<file path="src/design/bcdcdt_pkg.sv">
// Package for the BCD countdown timer with digit editor.
// Holds the command and key codes, reset constants and the digit-limit function.
// No dependencies.
`timescale 1ns / 1ps
`default_nettype none

package bcdcdt_pkg;

    typedef enum logic [1:0] {
        CMD_TICK   = 2'd0,
        CMD_EDIT   = 2'd1,
        CMD_KEY    = 2'd2,
        CMD_UNUSED = 2'd3
    } cmd_t;

    localparam logic [5:0] KEY_UP      = 6'b000001;
    localparam logic [5:0] KEY_DOWN    = 6'b000010;
    localparam logic [5:0] KEY_RIGHT   = 6'b000100;
    localparam logic [5:0] KEY_LEFT    = 6'b001000;
    localparam logic [5:0] KEY_CANCEL  = 6'b010000;
    localparam logic [5:0] KEY_CONFIRM = 6'b100000;

    localparam logic [15:0] TPS_RESET = 16'd1000;

    localparam logic [3:0] DIGIT_MAX_DEC      = 4'd9;
    localparam logic [3:0] DIGIT_MAX_TENS     = 4'd5;
    localparam logic [3:0] DIGIT_MAX_HOUR_TEN = 4'd2;
    localparam logic [3:0] DIGIT_MAX_HOUR_ONE = 4'd3;

    localparam logic EDIT_TIMER = 1'b0;
    localparam logic EDIT_CLOCK = 1'b1;

    // Largest value the digit at a given position may take while editing.
    function automatic logic [3:0] digit_max(input logic [1:0] pos, input logic is_clock,
                                             input logic [3:0] first_digit);
        logic [3:0] mx;
        mx = DIGIT_MAX_DEC;
        if (pos == 2'd0 && is_clock) begin
            mx = DIGIT_MAX_HOUR_TEN;
        end else if (pos == 2'd1 && is_clock && first_digit == DIGIT_MAX_HOUR_TEN) begin
            mx = DIGIT_MAX_HOUR_ONE;
        end else if (pos == 2'd2) begin
            mx = DIGIT_MAX_TENS;
        end
        return mx;
    endfunction

endpackage

`default_nettype wire

</file>
<file path="src/design/bcd_countdown_timer_with_digit_editor.sv">
// Top level of the BCD countdown timer with digit editor: input register, state,
// next-state logic and result register. Depends on bcdcdt_pkg.
`timescale 1ns / 1ps
`default_nettype none

// The block takes one word per cycle on the s_ channel (tick, begin edit or key
// press) and returns exactly one result word per input word on the m_ channel,
// carrying the editor, timer and clock state as it stands after that word. An
// accepted word is held in the input register and is then processed into the
// state and result registers, so the block keeps up one word per clock as
// long as m_ready is high; the only stall comes from the output side. The
// single configuration register, ticks_per_second, is written through
// cfg_wr_en/cfg_wr_data and should only be changed while no word is in
// flight.
module bcd_countdown_timer_with_digit_editor (
    input  wire logic        aclk,
    input  wire logic        aresetn,

    input  wire logic        cfg_wr_en,
    input  wire logic [15:0] cfg_wr_data,

    input  wire logic        s_valid,
    output logic             s_ready,
    input  wire logic [1:0]  s_cmd,
    input  wire logic [5:0]  s_key,
    input  wire logic        s_target,

    output logic             m_valid,
    input  wire logic        m_ready,
    output logic             m_edit_active,
    output logic             m_edit_target_out,
    output logic [1:0]       m_cursor_pos,
    output logic [15:0]      m_edit_value,
    output logic [15:0]      m_timer_value,
    output logic [15:0]      m_clock_value,
    output logic             m_is_running,
    output logic             m_is_expired,
    output logic             m_committed,
    output logic             m_cancelled
);
    import bcdcdt_pkg::*;

    // Prescale register.
    logic [15:0] tps_reg;

    // Input register.
    logic        in_valid_reg;
    cmd_t        in_cmd_reg;
    logic [5:0]  in_key_reg;
    logic        in_target_reg;

    // Architectural state. Digit 0 is the leftmost digit.
    logic [3:0]  edit_reg [4];
    logic [3:0]  timer_reg [4];
    logic [3:0]  clock_reg [4];
    logic [1:0]  cursor_reg;
    logic        editing_reg;
    logic        target_reg;
    logic [15:0] tick_count_reg;
    logic        running_reg;
    logic        expired_reg;

    logic [3:0]  edit_next [4];
    logic [3:0]  timer_next [4];
    logic [3:0]  clock_next [4];
    logic [1:0]  cursor_next;
    logic        editing_next;
    logic        target_next;
    logic [15:0] tick_count_next;
    logic        running_next;
    logic        expired_next;
    logic        commit_next;
    logic        cancel_next;

    // Result register valid flag.
    logic        out_valid_reg;

    // The input word moves into the state and result registers when the
    // result register is empty or is being drained this cycle.
    logic        advance;

    // Helpers for the digit editor and the prescaler.
    logic [3:0]  cur_digit;
    logic [3:0]  cur_max;
    logic [3:0]  new_digit;
    logic        digit_write;
    logic [16:0] tick_sum;

    assign advance = in_valid_reg && (!out_valid_reg || m_ready);
    assign s_ready = !in_valid_reg || advance;
    assign m_valid = out_valid_reg;

    assign cur_digit = edit_reg[cursor_reg];
    assign cur_max   = digit_max(cursor_reg, target_reg, edit_reg[0]);
    assign tick_sum  = {1'b0, tick_count_reg} + 17'd1;

    // New value of the digit under the cursor for up and down keys. Up wraps
    // past the maximum to zero; down holds at zero and saturates to the maximum
    // for a digit that somehow sits above it.
    always_comb begin
        new_digit   = cur_digit;
        digit_write = 1'b0;
        if (in_key_reg == KEY_UP) begin
            digit_write = 1'b1;
            new_digit   = (cur_digit >= cur_max) ? 4'd0 : cur_digit + 4'd1;
        end else if (in_key_reg == KEY_DOWN && cur_digit != 4'd0) begin
            digit_write = 1'b1;
            new_digit   = ((cur_digit - 4'd1) > cur_max) ? cur_max : cur_digit - 4'd1;
        end
    end

    always_comb begin
        edit_next       = edit_reg;
        timer_next      = timer_reg;
        clock_next      = clock_reg;
        cursor_next     = cursor_reg;
        editing_next    = editing_reg;
        target_next     = target_reg;
        tick_count_next = tick_count_reg;
        running_next    = running_reg;
        expired_next    = expired_reg;
        commit_next     = 1'b0;
        cancel_next     = 1'b0;

        case (in_cmd_reg)
            CMD_TICK: begin
                if (running_reg) begin
                    if (tick_sum >= {1'b0, tps_reg}) begin
                        tick_count_next = '0;
                        // Borrow from the rightmost nonzero digit; digits to its
                        // right reload with their maxima (mm:ss is 9,5,9 below).
                        if (timer_reg[3] != 4'd0) begin
                            timer_next[3] = timer_reg[3] - 4'd1;
                        end else if (timer_reg[2] != 4'd0) begin
                            timer_next[2] = timer_reg[2] - 4'd1;
                            timer_next[3] = DIGIT_MAX_DEC;
                        end else if (timer_reg[1] != 4'd0) begin
                            timer_next[1] = timer_reg[1] - 4'd1;
                            timer_next[2] = DIGIT_MAX_TENS;
                            timer_next[3] = DIGIT_MAX_DEC;
                        end else if (timer_reg[0] != 4'd0) begin
                            timer_next[0] = timer_reg[0] - 4'd1;
                            timer_next[1] = DIGIT_MAX_DEC;
                            timer_next[2] = DIGIT_MAX_TENS;
                            timer_next[3] = DIGIT_MAX_DEC;
                        end else begin
                            expired_next = 1'b1;
                            running_next = 1'b0;
                        end
                    end else begin
                        tick_count_next = tick_sum[15:0];
                    end
                end
            end
            CMD_EDIT: begin
                editing_next = 1'b1;
                target_next  = in_target_reg;
                cursor_next  = '0;
                for (int i = 0; i < 4; i++) begin
                    edit_next[i] = '0;
                end
            end
            CMD_KEY: begin
                if (editing_reg) begin
                    if (digit_write) begin
                        edit_next[cursor_reg] = new_digit;
                        // Setting hour tens to 2 pulls hour ones down to 3.
                        if (cursor_reg == 2'd0 && target_reg == EDIT_CLOCK &&
                            new_digit == DIGIT_MAX_HOUR_TEN &&
                            edit_reg[1] > DIGIT_MAX_HOUR_ONE) begin
                            edit_next[1] = DIGIT_MAX_HOUR_ONE;
                        end
                    end else if (in_key_reg == KEY_RIGHT) begin
                        cursor_next = cursor_reg + 2'd1;
                    end else if (in_key_reg == KEY_LEFT) begin
                        cursor_next = cursor_reg - 2'd1;
                    end else if (in_key_reg == KEY_CANCEL) begin
                        editing_next = 1'b0;
                        cancel_next  = 1'b1;
                    end else if (in_key_reg == KEY_CONFIRM) begin
                        if (target_reg == EDIT_CLOCK) begin
                            clock_next = edit_reg;
                        end else begin
                            timer_next   = edit_reg;
                            expired_next = 1'b0;
                            running_next = 1'b1;
                        end
                        editing_next = 1'b0;
                        commit_next  = 1'b1;
                    end
                end else begin
                    // With the editor closed, up pauses or resumes and cancel
                    // clears the countdown and marks it expired.
                    if (in_key_reg == KEY_UP) begin
                        running_next = !running_reg;
                    end else if (in_key_reg == KEY_CANCEL) begin
                        for (int i = 0; i < 4; i++) begin
                            timer_next[i] = '0;
                        end
                        expired_next = 1'b1;
                        running_next = 1'b0;
                    end
                end
            end
            default: begin
            end
        endcase
    end

    // Configuration register.
    always_ff @(posedge aclk) begin
        if (!aresetn) begin
            tps_reg <= TPS_RESET;
        end else if (cfg_wr_en) begin
            tps_reg <= cfg_wr_data;
        end
    end

    // Input register.
    always_ff @(posedge aclk) begin
        if (!aresetn) begin
            in_valid_reg <= 1'b0;
        end else if (s_ready) begin
            in_valid_reg <= s_valid;
        end
    end

    always_ff @(posedge aclk) begin
        if (s_valid && s_ready) begin
            in_cmd_reg    <= cmd_t'(s_cmd);
            in_key_reg    <= s_key;
            in_target_reg <= s_target;
        end
    end

    // State registers.
    always_ff @(posedge aclk) begin
        if (!aresetn) begin
            for (int i = 0; i < 4; i++) begin
                edit_reg[i]  <= '0;
                timer_reg[i] <= '0;
                clock_reg[i] <= '0;
            end
            cursor_reg     <= '0;
            editing_reg    <= 1'b0;
            target_reg     <= EDIT_TIMER;
            tick_count_reg <= '0;
            running_reg    <= 1'b0;
            expired_reg    <= 1'b0;
        end else if (advance) begin
            edit_reg       <= edit_next;
            timer_reg      <= timer_next;
            clock_reg      <= clock_next;
            cursor_reg     <= cursor_next;
            editing_reg    <= editing_next;
            target_reg     <= target_next;
            tick_count_reg <= tick_count_next;
            running_reg    <= running_next;
            expired_reg    <= expired_next;
        end
    end

    // Result register.
    always_ff @(posedge aclk) begin
        if (!aresetn) begin
            out_valid_reg <= 1'b0;
        end else if (advance) begin
            out_valid_reg <= 1'b1;
        end else if (m_ready) begin
            out_valid_reg <= 1'b0;
        end
    end

    always_ff @(posedge aclk) begin
        if (advance) begin
            m_edit_active     <= editing_next;
            m_edit_target_out <= target_next;
            m_cursor_pos      <= cursor_next;
            m_edit_value      <= {edit_next[0], edit_next[1], edit_next[2], edit_next[3]};
            m_timer_value     <= {timer_next[0], timer_next[1], timer_next[2], timer_next[3]};
            m_clock_value     <= {clock_next[0], clock_next[1], clock_next[2], clock_next[3]};
            m_is_running      <= running_next;
            m_is_expired      <= expired_next;
            m_committed       <= commit_next;
            m_cancelled       <= cancel_next;
        end
    end

`ifndef ASSERT_OFF
    // A word can never both confirm and cancel an edit.
    a_commit_cancel_excl: assert property (@(posedge aclk) disable iff (!aresetn)
        m_valid |-> !(m_committed && m_cancelled))
        else $error("commit and cancel pulsed together");

    // Confirming or cancelling always closes the editor.
    a_close_on_pulse: assert property (@(posedge aclk) disable iff (!aresetn)
        (m_valid && (m_committed || m_cancelled)) |-> !m_edit_active)
        else $error("editor still open after commit or cancel");

    // A timer commit starts the countdown.
    a_timer_commit_runs: assert property (@(posedge aclk) disable iff (!aresetn)
        (m_valid && m_committed && m_edit_target_out == EDIT_TIMER) |-> m_is_running)
        else $error("timer commit did not start the countdown");

    // Begin edit opens the editor with the cursor on the leftmost digit.
    a_begin_edit: assert property (@(posedge aclk) disable iff (!aresetn)
        (advance && in_cmd_reg == CMD_EDIT) |=> (editing_reg && cursor_reg == 2'd0))
        else $error("begin edit did not open the editor");

    // An empty input register always takes a new word.
    a_ready_when_empty: assert property (@(posedge aclk) disable iff (!aresetn)
        !in_valid_reg |-> s_ready)
        else $error("input stalled with empty input register");
`endif

endmodule

`default_nettype wire

</file>
<file path="config.mk">
export PLATFORM = sky130hd
export DESIGN_NAME = bcd_countdown_timer_with_digit_editor
export DESIGN_NICKNAME = d
export VERILOG_FILES = /design/src/design/bcdcdt_pkg.sv /design/src/design/bcd_countdown_timer_with_digit_editor.sv
export SDC_FILE = /design/constraint.sdc
export NUM_CORES = 1
export LEC_CHECK = 0
export ABC_AREA = 0
export BUFFER_PORTS_ARGS = -buffer_cell sky130_fd_sc_hd__buf_4
export CAP_MARGIN = 10
export CORE_ASPECT_RATIO = 1.5
export CORE_MARGIN = 4
export CORE_UTILIZATION = 47
export CTS_BUF_LIST = sky130_fd_sc_hd__clkbuf_2
export DETAILED_ROUTE_END_ITERATION = 8
export PLACE_DENSITY_LB_ADDON = 0.2
export SLEW_MARGIN = 25
export SYNTH_ARGS = -nofsm -noshare
export SYNTH_HDL_FRONTEND = slang
export SYNTH_SLANG_ARGS = --single-unit
</file>
<file path="constraint.sdc">
create_clock -name aclk -period 5.95 [get_ports aclk]
set_input_delay 0.595 -clock aclk [delete_from_list [all_inputs] [get_ports aclk]]
set_output_delay 0.595 -clock aclk [all_outputs]
set_load 0.1 [all_outputs]
</file>
==> impl_metrics.yaml <==
run_status:
  run_status: "completed"
clock_network:
  root_buffer: "clkbuf_2"
  cts_buffers: 17
  cts.sinks: 153
  cts_tree: "done"
  cts_buffer_depth: 2
  ctsHtreeMaxLevel: 4
  cts_resized: 0
  clk_pin_slew_ps: 230
  post_cts_buffers: 0
  clock_latency_ps: 760
placed_design:
  gp_congestion: 0.889
  dp_hpwl_um: 15400
  post-place-cells: 1118
  placed_cell_area_um2: 9010
  port-buffer-count: 87
  pre_cts_slack_ps: 1140
sta:
  hold_viol_final: 0
  fmax_mhz: 212
  hold-worst-slack_ps: 73.1
  max_slew_margin_pct: 29.3
  fin_crit_ps: 4720
  tightest_slew_ps: 1040
  skew_ps: 26.3
  finalMaxSlewViolations: 0
  timing.final.crit_share_pct: 79.4
  setup_viol: 0
  rsz0062_at_grt: "false"
  fin_setup_tns_ps: 0
  worst_slack_ps: 1230
worst_setup_path:
  crit_slowest_cell: "mux4_1"
  cp_top_family: "compound AO/OA/AOI/OAI gates"
  path_class: "flop to flop"
  critPathMaxStageDelay_ps: 730
  path_cells: "mux4_1 -> inv_1 -> ha_1 -> inv_1 -> xnor2_1 -> ha_1 -> and3b_1 -> a2111oi_1 -> nor2_1 -> mux2_2 -> o211ai_1 -> nand4b_1 -> a221oi_2 -> o22ai_1"
  cp.arrival_ps: 5240
  worst-path-max-fanout: 10
  crit_required_ps: 6460
  crit_buf_inv: 2
  end_kind: "flop"
  start_kind: "flop"
synth:
  post_synth.cell_area_avg_um2: 9.64
  synth_edf_count: 65
  ys_seq_area_share_pct: 45.1
  synthAdderAreaFrac_pct: 5.93
  ys_warn_count: 0
  synthMuxAreaShare_pct: 5.48
  synth-compound-area-share_pct: 21.0
  syn_inst: 854
  synth_fp_nets: 923
  ys_types: 82
  synth-simple-area-share_pct: 16.0
  synth-xor-area-share_pct: 1.91
  synth_top_family_by_area: "compound AO/OA/AOI/OAI gates"
  syn_area_um2: 8240
  synth-seq-cells: 153
  ys.flop_type: "dfxtp_1"
  async_flop_share_pct: 0
final_layout:
  syn_to_final_growth_pct: 15.4
  fillers: 1585
  final_cells: 1174
  fin_area_um2: 9500
  postLayoutCoreUtil_pct: 55.0
  drive_gt1_share_pct: 18.9
  layout_commonest_cell: "nand2_1"
  nets: 1016
  final_cell_mix: "nand2_1 (107), buf_4 (94), dfxtp_1 (88), edfxtp_1 (65), a21oi_1 (63)"
routing:
  drc_errors: 0
  vias_per_cell: 5.88
  drt_iter0_drc: 527
  ant_nets: 0
  via_count: 6906
  post_drt_wl_per_cell_um: 18.5
  routed_wl_um: 21700
  firstDrtPassIters: 6
floorplanning:
  rows: 59
  core-area_um2: 17300
  start_util_pct: 47.7
  die_h_um: 170
  die_area_um2: 19700
  io_pins: 88
  dieWidth_um: 116
pwr:
  p_total_mw: 2.19
  power.leakage_nw: 3.73
  power_density_nw_per_um2: 231
  ir_drop_uv: 143
job:
  cap_violations: 0
grt:
  globalRouteOverflowTotal: 0
  grt_pass1_wl_um: 34500
  grt_max_degree: 58
  grt_pass1_vias: 6626
  grt_antenna_before_repair: 1
  grt_usage_pct: 22.5
hold_path:
  hold_path.class: "input pin to flop"
## path summary, 6_finish.rpt
path	startpoint	end	slack [ps]	depth (start not counted)
worst max-delay path	cursor_reg[1]	m_edit_value[10]	1230	14
worst min register to register	clock_reg[13]	clock_reg[13]	470	2
worst max register to register	cursor_reg[1]	m_edit_value[10]	1230	14
worst min-delay path	cfg_wr_data[14]	tps_reg[14]	70	3
## cells by family after synthesis
logic type | after synthesis
AO/OA/AOI/OAI | 246
XOR/XNOR | 18
adder cells (fa/ha/maj) | 39
buffers and inverters | 90
flip-flops | 153
multiplexers | 37
AND/OR/NAND/NOR | 271
## power breakdown
part	internal, mW	leakage (nW)	total, mW	switching (mW)
logic	0.122	2.25	0.403	0.281
clock network	0.206	0.145	0.616	0.410
registers	1.14	1.34	1.17	0.0375
total	1.47	3.73	2.19	0.728
## synthesized netlist by cell type (all sizes together), types with 9 or more instances
cell type | n | area [µm²]
ha | 39 | 488
nand3 | 25 | 125
a21o | 14 | 105
nor2 | 44 | 165
inv | 46 | 173
a22o | 9 | 80.1
and3 | 13 | 83.8
nor3 | 12 | 60.1
dfxtp | 88 | 1760
o211ai | 12 | 90.1
clkbuf | 34 | 143
a32o | 12 | 120
o21ai | 48 | 240
mux2 | 19 | 214
nand2 | 107 | 402
a31oi | 9 | 56.3
or2 | 9 | 56.3
o21ba | 14 | 140
xnor2 | 12 | 105
a21oi | 64 | 324
edfxtp | 65 | 1950
nand2b | 10 | 62.6
mux2i | 14 | 140
o31ai | 9 | 67.6
## metal layers
metal | share of wire (%) | track usage, % | up-vias
li1 | - | - | 3357
met1 | 38 | 25.1 | 3281
met2 | 54 | 41.2 | 211
met3 | 4.8 | 4.30 | 57
met4 | 3.3 | 9.29 | 0
met5 | 0 | 0 | -
## worst reg2reg max path, stage by stage (launching register included)
cell and delay [ps]:
dfxtp_1 610, mux4_1 740, inv_1 170, ha_1 160
inv_1 70, xnor2_1 180, ha_1 280, and3b_1 190
a2111oi_1 650, nor2_1 210, mux2_2 330, o211ai_1 210
nand4b_1 240, a221oi_2 350, o22ai_1 110
## final cells by class
type / instances / area, µm² / area share [%]
repair buffers: 117 / 936 / 9.85
diodes: 1 / 2.50 / 0.0263
clock buffers: 18 / 90.1 / 0.948
inverters: 47 / 178 / 1.87
clock inverters: 14 / 164 / 1.73
flip-flops and latches: 153 / 3710 / 39.1
well taps: 213 / 267 / 2.81
multi-input cells: 611 / 4150 / 43.7
## what timing repair did
item / in CTS / in global routing
hold buffers: 23 / 0
endpoints found under the setup margin: 0 / 0
hold endpoints to repair: 23 / 0
No activity file was read; power rests on OpenSTA's default activity.
